$ cat config.mk
export PLATFORM = sky130hd
export DESIGN_NAME = nmea_sentence_checker_core_flat
export DESIGN_NICKNAME = d
export VERILOG_FILES = /design/src/nsc_pkg.sv /design/src/nsc_if.sv /design/src/nmea_sentence_checker_core.sv /design/src/flat_wrapper.sv
export SDC_FILE = /design/constraint.sdc
export NUM_CORES = 1
export LEC_CHECK = 0
export BUFFER_PORTS_ARGS = -buffer_cell sky130_fd_sc_hd__buf_4
export CAP_MARGIN = 20
export CORE_MARGIN = 10
export CORE_UTILIZATION = 55
export DETAILED_ROUTE_END_ITERATION = 8
export PLACE_DENSITY = 0.73
export SYNTH_ARGS = -nofsm -noshare
export SYNTH_HDL_FRONTEND = slang
export SYNTH_SLANG_ARGS = --single-unit
$ cat constraint.sdc
create_clock -name clk -period 6.7 [get_ports clk]
set_clock_uncertainty 0.2 [all_clocks]
set_input_delay 0 -clock clk [delete_from_list [all_inputs] [get_ports clk]]
set_output_delay 0 -clock clk [all_outputs]
set_load 0.02 [all_outputs]
$ cat src/nsc_pkg.sv
package nsc_pkg;

  localparam int LINE_CAPACITY = 256;
  localparam int LINE_CNT_W    = $clog2(LINE_CAPACITY);
  localparam int HEADER_LEN    = 7;

  localparam logic [7:0] CHAR_DOLLAR = 8'h24;
  localparam logic [7:0] CHAR_STAR   = 8'h2a;
  localparam logic [7:0] CHAR_CR     = 8'h0d;
  localparam logic [7:0] CHAR_LF     = 8'h0a;
  localparam logic [7:0] CHAR_NUL    = 8'h00;

  localparam logic [31:0] TAG_GGA  = 32'h4747_412c;
  localparam logic [31:0] TAG_VTG  = 32'h5654_472c;
  localparam logic [55:0] TAG_NTR  = 56'h2447_504e_5452_2c;

  typedef enum logic [1:0] {
    KIND_OTHER = 2'd0,
    KIND_GGA   = 2'd1,
    KIND_VTG   = 2'd2,
    KIND_GPNTR = 2'd3
  } kind_t;

endpackage

$ cat src/nsc_if.sv
interface nsc_byte_if;
  logic       valid;
  logic       ready;
  logic [7:0] rx_byte;

  modport source (output valid, output rx_byte, input ready);
  modport sink (input valid, input rx_byte, output ready);
endinterface

interface nsc_result_if;
  logic       valid;
  logic       ready;
  logic [1:0] sentence_kind;
  logic       checksum_ok;
  logic [7:0] computed_xor;
  logic [7:0] line_length;

  modport source (output valid, output sentence_kind, output checksum_ok,
                  output computed_xor, output line_length, input ready);
  modport sink (input valid, input sentence_kind, input checksum_ok,
                input computed_xor, input line_length, output ready);
endinterface

$ cat src/nmea_sentence_checker_core.sv
// channel   | port    | direction | payload
// ----------+---------+-----------+----------------------------------------------
// bytes     | in_if   | sink      | rx_byte
// results   | out_if  | source    | sentence_kind, checksum_ok, computed_xor,
//           |         |           | line_length
//
// one byte is taken every cycle while in_if.ready is high; the line state updates in the accepting cycle
// a line feed loads the result register, visible the cycle after acceptance
// a byte is accepted while the result register is empty or being drained
// rst_n is synchronous, active low, and clears the line state and out valid
module nmea_sentence_checker_core (
  input  logic          clk,
  input  logic          rst_n,
  nsc_byte_if.sink      in_if,
  nsc_result_if.source  out_if
);

  localparam int CW = nsc_pkg::LINE_CNT_W;

  logic [CW-1:0] line_count_r, line_count_nxt;
  logic [7:0]    logical_len_r, logical_len_nxt;
  logic [7:0]    running_xor_r, running_xor_nxt;
  logic [7:0]    xor_before_star_r, xor_before_star_nxt;
  logic          star_seen_r, star_seen_nxt;
  logic [1:0]    chars_after_star_r, chars_after_star_nxt;
  logic [7:0]    hex_digit_r [2];
  logic [7:0]    hex_digit_nxt [2];
  logic [7:0]    header_r [nsc_pkg::HEADER_LEN];
  logic [7:0]    header_nxt [nsc_pkg::HEADER_LEN];
  logic          zero_seen_r, zero_seen_nxt;

  logic          out_valid_r;
  logic [1:0]    kind_r;
  logic          ok_r;
  logic [7:0]    cx_r;
  logic [7:0]    len_r;

  logic          accept;
  logic          is_cr;
  logic          is_lf;
  logic          overflow;
  logic [7:0]    c;
  logic [7:0]    cx;
  logic          ok;
  nsc_pkg::kind_t kind;
  logic [4:0]    hi_val;
  logic [4:0]    lo_val;
  logic [31:0]   tag4;
  logic [55:0]   tag7;

  function automatic logic [4:0] hex_value(input logic [7:0] ch);
    logic [4:0] v;
    if (ch >= 8'h30 && ch <= 8'h39) begin
      v = 5'(ch - 8'h30);
    end else if (ch >= 8'h41 && ch <= 8'h46) begin
      v = 5'(ch - 8'h41 + 8'd10);
    end else if (ch >= 8'h61 && ch <= 8'h66) begin
      v = 5'(ch - 8'h61 + 8'd10);
    end else begin
      v = 5'd16;
    end
    return v;
  endfunction

  assign c        = in_if.rx_byte;
  assign in_if.ready = !out_valid_r || out_if.ready;
  assign accept   = in_if.valid && in_if.ready;
  assign is_cr    = (c == nsc_pkg::CHAR_CR);
  assign is_lf    = (c == nsc_pkg::CHAR_LF);
  assign overflow = (line_count_r >= CW'(nsc_pkg::LINE_CAPACITY - 1));

  // line state update
  always_comb begin
    line_count_nxt       = line_count_r;
    logical_len_nxt      = logical_len_r;
    running_xor_nxt      = running_xor_r;
    xor_before_star_nxt  = xor_before_star_r;
    star_seen_nxt        = star_seen_r;
    chars_after_star_nxt = chars_after_star_r;
    hex_digit_nxt        = hex_digit_r;
    header_nxt           = header_r;
    zero_seen_nxt        = zero_seen_r;
    if (accept && !is_cr) begin
      if (is_lf || overflow) begin
        line_count_nxt       = '0;
        logical_len_nxt      = '0;
        running_xor_nxt      = '0;
        xor_before_star_nxt  = '0;
        star_seen_nxt        = 1'b0;
        chars_after_star_nxt = '0;
        hex_digit_nxt        = '{default: '0};
        header_nxt           = '{default: '0};
        zero_seen_nxt        = 1'b0;
      end else begin
        line_count_nxt = line_count_r + CW'(1);
        if (!zero_seen_r) begin
          if (c == nsc_pkg::CHAR_NUL) begin
            zero_seen_nxt = 1'b1;
          end else begin
            if (logical_len_r < 8'(nsc_pkg::HEADER_LEN)) begin
              header_nxt[logical_len_r[2:0]] = c;
            end
            if (c == nsc_pkg::CHAR_STAR) begin
              xor_before_star_nxt  = (logical_len_r != 8'd0) ? running_xor_r : 8'd0;
              star_seen_nxt        = 1'b1;
              chars_after_star_nxt = '0;
              hex_digit_nxt        = '{default: '0};
            end else if (star_seen_r && chars_after_star_r < 2'd2) begin
              hex_digit_nxt[chars_after_star_r[0]] = c;
              chars_after_star_nxt = chars_after_star_r + 2'd1;
            end
            if (logical_len_r != 8'd0) begin
              running_xor_nxt = running_xor_r ^ c;
            end
            logical_len_nxt = logical_len_r + 8'd1;
          end
        end
      end
    end
  end

  // result of the line being closed
  always_comb begin
    cx     = star_seen_r ? xor_before_star_r : 8'd0;
    hi_val = hex_value(hex_digit_r[0]);
    lo_val = hex_value(hex_digit_r[1]);
    ok     = (header_r[0] == nsc_pkg::CHAR_DOLLAR) && (logical_len_r != 8'd0) &&
             star_seen_r && (chars_after_star_r >= 2'd2) &&
             !hi_val[4] && !lo_val[4] && ({hi_val[3:0], lo_val[3:0]} == cx);
    tag4   = {header_r[3], header_r[4], header_r[5], header_r[6]};
    tag7   = {header_r[0], header_r[1], header_r[2], tag4};
    priority if (header_r[0] == nsc_pkg::CHAR_DOLLAR && tag4 == nsc_pkg::TAG_GGA) begin
      kind = nsc_pkg::KIND_GGA;
    end else if (header_r[0] == nsc_pkg::CHAR_DOLLAR && tag4 == nsc_pkg::TAG_VTG) begin
      kind = nsc_pkg::KIND_VTG;
    end else if (tag7 == nsc_pkg::TAG_NTR) begin
      kind = nsc_pkg::KIND_GPNTR;
    end else begin
      kind = nsc_pkg::KIND_OTHER;
    end
  end

  always_ff @(posedge clk) begin
    if (!rst_n) begin
      line_count_r       <= '0;
      logical_len_r      <= '0;
      running_xor_r      <= '0;
      xor_before_star_r  <= '0;
      star_seen_r        <= 1'b0;
      chars_after_star_r <= '0;
      hex_digit_r        <= '{default: '0};
      header_r           <= '{default: '0};
      zero_seen_r        <= 1'b0;
      out_valid_r        <= 1'b0;
    end else begin
      line_count_r       <= line_count_nxt;
      logical_len_r      <= logical_len_nxt;
      running_xor_r      <= running_xor_nxt;
      xor_before_star_r  <= xor_before_star_nxt;
      star_seen_r        <= star_seen_nxt;
      chars_after_star_r <= chars_after_star_nxt;
      hex_digit_r        <= hex_digit_nxt;
      header_r           <= header_nxt;
      zero_seen_r        <= zero_seen_nxt;
      if (accept && is_lf) begin
        out_valid_r <= 1'b1;
      end else if (out_if.ready) begin
        out_valid_r <= 1'b0;
      end
    end
  end

  // result payload
  always_ff @(posedge clk) begin
    if (accept && is_lf) begin
      kind_r <= kind;
      ok_r   <= ok;
      cx_r   <= cx;
      len_r  <= logical_len_r;
    end
  end

  assign out_if.valid         = out_valid_r;
  assign out_if.sentence_kind = kind_r;
  assign out_if.checksum_ok   = ok_r;
  assign out_if.computed_xor  = cx_r;
  assign out_if.line_length   = len_r;

endmodule
$ cat src/flat_wrapper.sv
// flat-port wrapper written by rule: the top's interface ports become plain ports
module nmea_sentence_checker_core_flat 
  (clk, rst_n, in_if_valid, in_if_rx_byte, in_if_ready, out_if_valid, out_if_sentence_kind, out_if_checksum_ok, out_if_computed_xor, out_if_line_length, out_if_ready);
  nsc_byte_if in_if_i ();
  nsc_result_if out_if_i ();
  input  logic clk;
  input  logic rst_n;
  input wire logic [$bits(in_if_i.valid)-1:0] in_if_valid;
  input wire logic [$bits(in_if_i.rx_byte)-1:0] in_if_rx_byte;
  output wire logic [$bits(in_if_i.ready)-1:0] in_if_ready;
  output wire logic [$bits(out_if_i.valid)-1:0] out_if_valid;
  output wire logic [$bits(out_if_i.sentence_kind)-1:0] out_if_sentence_kind;
  output wire logic [$bits(out_if_i.checksum_ok)-1:0] out_if_checksum_ok;
  output wire logic [$bits(out_if_i.computed_xor)-1:0] out_if_computed_xor;
  output wire logic [$bits(out_if_i.line_length)-1:0] out_if_line_length;
  input wire logic [$bits(out_if_i.ready)-1:0] out_if_ready;
  assign in_if_i.valid = in_if_valid;
  assign in_if_i.rx_byte = in_if_rx_byte;
  assign in_if_ready = in_if_i.ready;
  assign out_if_valid = out_if_i.valid;
  assign out_if_sentence_kind = out_if_i.sentence_kind;
  assign out_if_checksum_ok = out_if_i.checksum_ok;
  assign out_if_computed_xor = out_if_i.computed_xor;
  assign out_if_line_length = out_if_i.line_length;
  assign out_if_i.ready = out_if_ready;
  nmea_sentence_checker_core u_core (.clk(clk), .rst_n(rst_n), .in_if(in_if_i), .out_if(out_if_i));
endmodule
=== Word level (Yosys, flattened, before mapping) ===
Cells that the tools add are included.

* Flip-flop bits (word level): 128
* Output and inout port bits: 21

* $add $sub $neg: 13
* Magnitude comparators: 20
* Eq/ne operators: 10
* Mux-type cells: 51
* Bitwise logic cells: 3
* Reduce and logical (&&, ||, !) cells: 38

{| class="wikitable"
|+ Operator list
! kind !! count
|-
| 56-bit two-way mux || 4
|-
| 8-bit two-way mux || 16
|-
| 16-bit two-way mux || 5
|-
| 32-bit by 31-bit == test with 1-bit output, second input constant || 2
|-
| 56-bit bitwise mux || 1
|-
| 56-bit by 54-bit == test with 1-bit output, second input constant || 1
|-
| 8-bit by 7-bit greater-or-equal comparator with 1-bit output, second input constant || 4
|-
| 8-bit by 7-bit <= comparator with 1-bit output, second input constant || 4
|-
| 5-bit two-way mux || 6
|-
| 8-bit demux with 3-bit select || 1
|-
| 5-bit by 4-bit adder with 5-bit output, second input constant || 4
|-
| 1-bit logical AND || 20
|-
| 5-bit by 1-bit subtractor with 5-bit output, second input constant || 4
|-
| 8-bit by 1-bit adder with 8-bit output, second input constant || 2
|-
| 16-bit bitwise mux || 1
|-
| 8-bit by 4-bit == test with 1-bit output, second input constant || 2
|-
| 8-bit by 6-bit == test with 1-bit output, second input constant || 2
|-
| 8-bit by 6-bit greater-or-equal comparator with 1-bit output, second input constant || 2
|-
| 8-bit by 6-bit <= comparator with 1-bit output, second input constant || 2
|-
| 4-bit AND reduction || 4
|-
| 2-bit two-way mux || 7
|-
| 5-bit subtractor, second input constant || 2
|-
| 1-bit two-way mux || 9
|-
| 8-bit demux with 1-bit select || 1
|-
| 21 further kinds || 29
|}

=== Longest topological paths before layout ===
* Depth in word-level cells: 11
* Gate-level depth with buffers: 10
* Gate-level depth less buffers: 8

=== Worst setup path after synthesis ===
No wires, ideal clock.

* Kind: flip-flop to flip-flop
* From: register u_core.line_count_r[0]
* To: register u_core.hex_digit_r[5] (netlist bit)
* Arrival: 2116 ps
* Data required time: 6430 ps
* Slack: 4314 ps
* Cell stages (with the launch flop): 10
* Period minus slack after synthesis: 2386 ps
* Cell sequence: dfxtp_1 > ha_1 > nand2_1 > or3_1 > buf_2 > a211oi_4 > buf_6 > nor2_2 > or3_4 > o21ai_1

* Longest elaborated chain between the ends: 4

{| class="wikitable"
|+ RTL lines
! item !! line !! text
|-
| start, declared || nmea_sentence_checker_core.sv:20 || <nowiki>logic [CW-1:0] line_count_r, line_count_nxt;</nowiki>
|-
| start signal, assigned || nmea_sentence_checker_core.sv:156 || <nowiki>line_count_r <= line_count_nxt;</nowiki>
|-
| 8-bit greater-or-equal comparator * || nmea_sentence_checker_core.sv:70 || <nowiki>assign overflow = (line_count_r >= CW'(nsc_pkg::LINE_CAPACITY - 1));</nowiki>
|-
| 1-bit logical OR * || nmea_sentence_checker_core.sv:84 || <nowiki>if (is_lf || overflow) begin</nowiki>
|-
| 2-bit inequality test (no line), or another cell as far along || -- ||
|-
| 4-bit AND reduction (no line) || -- ||
|-
| end signal, assigned || nmea_sentence_checker_core.sv:162 || <nowiki>hex_digit_r <= hex_digit_nxt;</nowiki>
|-
| end, declared || nmea_sentence_checker_core.sv:26 || <nowiki>logic [7:0] hex_digit_r [2];</nowiki>
|}

Mark *: on every way between the ends. The rest lies on a longest branch, timed or not.
A chain may end at the register's enable or synchronous reset.

=== Worst setup path after layout ===
* From: register u_core.line_count_r[0]
* To: register u_core.hex_digit_r[0] (netlist bit)

The elaborated chain is that of the path after synthesis.

==> results.sh <==
export IMPL_max_cap_violations=0
export IMPL_detail_route_wirelength_mm=15.4
export IMPL_arrival_ns=3.19
export IMPL_gp_congestion=0.918
export IMPL_synth_top_area_share=0.367
export IMPL_rows=37
export IMPL_peakVddDrop_mv=0.160
export IMPL_slew_headroom=0.386
export IMPL_cp_max_fo=15
export IMPL_syn_nets=692
export IMPL_synth_warnings=0
export IMPL_syn_area_per_cell_um2=8.91
export IMPL_cts_max_level=4
export IMPL_start_util=0.571
export IMPL_portBuffers=32
export IMPL_num_fill_cells=839
export IMPL_whs_ns=0.173
export IMPL_power_w=0.00176
export IMPL_rsz0062_at_grt="no"
export IMPL_clockBufferDepth=2
export IMPL_yosys_register_bits=128
export IMPL_grt_pass1_vias=4905
export IMPL_die_x_um=124
export IMPL_clock_insertion_delay_worst_skew_ns=0.52
export IMPL_synth_cells=668
export IMPL_yosysTopAreaCell="dfxtp_1"
export IMPL_vias=5243
export IMPL_post_route_util=0.663
export IMPL_p_leak_nw=2.55
export IMPL_postRouteAntennaNets=0
export IMPL_io_pins=33
export IMPL_seq_area_mm2=0.00275
export IMPL_period_share=0.444
export IMPL_fmax_mhz=336
export IMPL_seq_area_frac_synth=0.463
export IMPL_start_kind="register"
export IMPL_yosys_cell_types_count=75
export IMPL_tightest_slew_ns=0.919
export IMPL_die_area_mm2=0.0154
export IMPL_fin_setup_tns_ns=0
export IMPL_synthFlopType="dfxtp_1"
export IMPL_criticalPathCategory="reg -> reg"
export IMPL_core_area_mm2=0.0104
export IMPL_nets=719
export IMPL_period_needed_ns=2.97
export IMPL_synth_top_cells_by_count="109 x dfxtp_1, 68 x nand2_1, 53 x nand3_1"
export IMPL_routed_via_density=6.21
export IMPL_grt_max_degree=87
export IMPL_first_iter_violations=586
export IMPL_antenna_cells=0
export IMPL_yosysMostFrequentCell="dfxtp_1"
export IMPL_cts_tree="done"
export IMPL_syn_area_mm2=0.00595
export IMPL_synth_async_reset_ratio=0
export IMPL_dpl_hpwl_mm=10.5
export IMPL_area_growth_pct=16.0
export IMPL_antenna_found_initial=0
export IMPL_worstSetupEndpointType="register"
export IMPL_dieHeight_um=124
export IMPL_slew_viol_final=0
export IMPL_overflow=0
export IMPL_final_setup_viol_count=0
export IMPL_grt_pass1_wl_mm=24.8
export IMPL_root_buffer="clkbuf_8"
export IMPL_wl_per_cell_um=18.2
export IMPL_ys_top_cells_by_area="dfxtp_1 37%, edfxtp_1 9.6%, nand3_1 4.5%, o21ai_0 4.4%, nand2_1 4.3%"
export IMPL_required_ns=6.91
export IMPL_numCtsBuffers=17
export IMPL_synth_edff_count=19
export IMPL_grt_util_all_layers=0.203
export IMPL_drive_gt1_frac=0.116
export IMPL_multi_input_area_mm2=0.00293
export IMPL_status="finished, final reports clean"
export IMPL_drt_pass1_iter_count=5
export IMPL_drc=0
export IMPL_hold_violations=0
export IMPL_clk_pin_slew_ns=0.06
export IMPL_clock_sinks=128
export IMPL_hold_path_class="in -> reg"
export IMPL_power_density_mw_per_mm2=255
layout by cell type (no fill, tap or decap), drive strengths merged, types with 4 or more instances in the layout:
cell type,count
buf,35
edfxtp,19
nand2,68
nor4,9
dfxtp,109
a21boi,5
a211oi,4
o21ai,61
mux2i,5
xor2,10
nand4,31
nor2,40
and3,7
clkbuf,23
o22ai,4
nand3,53
nor3b,5
and2,12
inv,24
nor4b,8
a21oi,24
xnor2,9
a22o,11
dlygate4sd3,12
nor2b,6
nor3,13
o31ai,18
or3,12
clkinv,5
ha,12
routing by layer:
layer / wire, um / GRT usage
met1: 6340 / 0.246
met3: 1220 / 0.0520
met2: 7350 / 0.334
met4: 455 / 0.0921
met5: 0 / 0
power breakdown:
part	leakage [nW]	internal, W	switching (W)	total, W
Combinational	1.23	0.0000286	0.0000652	0.0000939
Clock	0.275	0.000541	0.000325	0.000866
Sequential	1.05	0.000789	0.0000106	0.000800
Total	2.55	0.00136	0.000401	0.00176
repair_timing:
action                                 in CTS  in global routing
endpoints found under the hold margin      87                  0
hold buffers                               12                  0
setup buffers                               0                  0
resized for setup                           0                  0
worst max-delay path: stages, from the launching register on:
cell       delay (ns)
dfxtp_1          0.36
ha_1             0.22
nand2_1          0.06
or3_1            0.49
a211oi_4         0.54
buf_8            0.23
o2bb2ai_1        0.25
and3_1           0.31
a31o_2           0.20
logic make-up (layout without fill, tap and decap cells):
kind of cell	after synthesis	count (layout)	synth area share
and+or+nand+nor	283	283	0.254
AOI/OAI and AO/OA	157	157	0.175
DFF	128	128	0.463
buffers and inverters	63	103	0.0448
xor gates and xnor gates	19	19	0.0280
adders and majority gates	12	12	0.0252
muxes	6	6	0.0103
cell type report:
cell class                 count  share of cell area
multi-input combinational    477               0.425
clock buffer                  23              0.0707
tap                          136              0.0247
inverter                      24              0.0131
clock inverter                 9              0.0118
sequential                   128               0.399
timing repair buffer          47              0.0566
final timing paths:
check | from | end | slack (ns) | cells after the start
min | in_if_rx_byte[6] | u_core.hex_digit_r[14]$_SDFFE_PN0P_ | 0.17 | 3
max reg2reg | u_core.line_count_r[0]$_SDFFE_PN0P_ | u_core.hex_digit_r[0]$_SDFFE_PN0P_ | 3.73 | 8
max | u_core.line_count_r[0]$_SDFFE_PN0P_ | u_core.hex_digit_r[0]$_SDFFE_PN0P_ | 3.73 | 8
min reg2reg | u_core.header_r[43]$_SDFFE_PN0P_ | u_core.header_r[43]$_SDFFE_PN0P_ | 0.25 | 2
registers in the layout (all words and copies together) (netlist names):
name and flops:
u_core.logical_len_r 8, u_core.star_seen_r 1, u_core.zero_seen_r 1, u_core.xor_before_star_r 8, u_core.header_r 56, u_core.line_count_r 8
u_core.out_if.checksum_ok 1, u_core.out_if.computed_xor 8, u_core.chars_after_star_r 2, u_core.out_if.sentence_kind 2, u_core.running_xor_r 8, u_core.hex_digit_r 16
u_core.out_if.line_length 8, u_core.out_if.valid 1
per-stage QoR:
step / setup WS (ns) / instance area (um^2) / cells
3_3_place_gp: 3.50 / 6200 / 799
4_1_cts: 3.37 / 6890 / 843
6_report: 3.73 / 6900 / 844
2_1_floorplan: 4.31 / 5950 / 668
5_1_grt: 3.47 / 6900 / 844
3_5_place_dp: 3.39 / 6200 / 799
(Power assumes the default switching activity.)
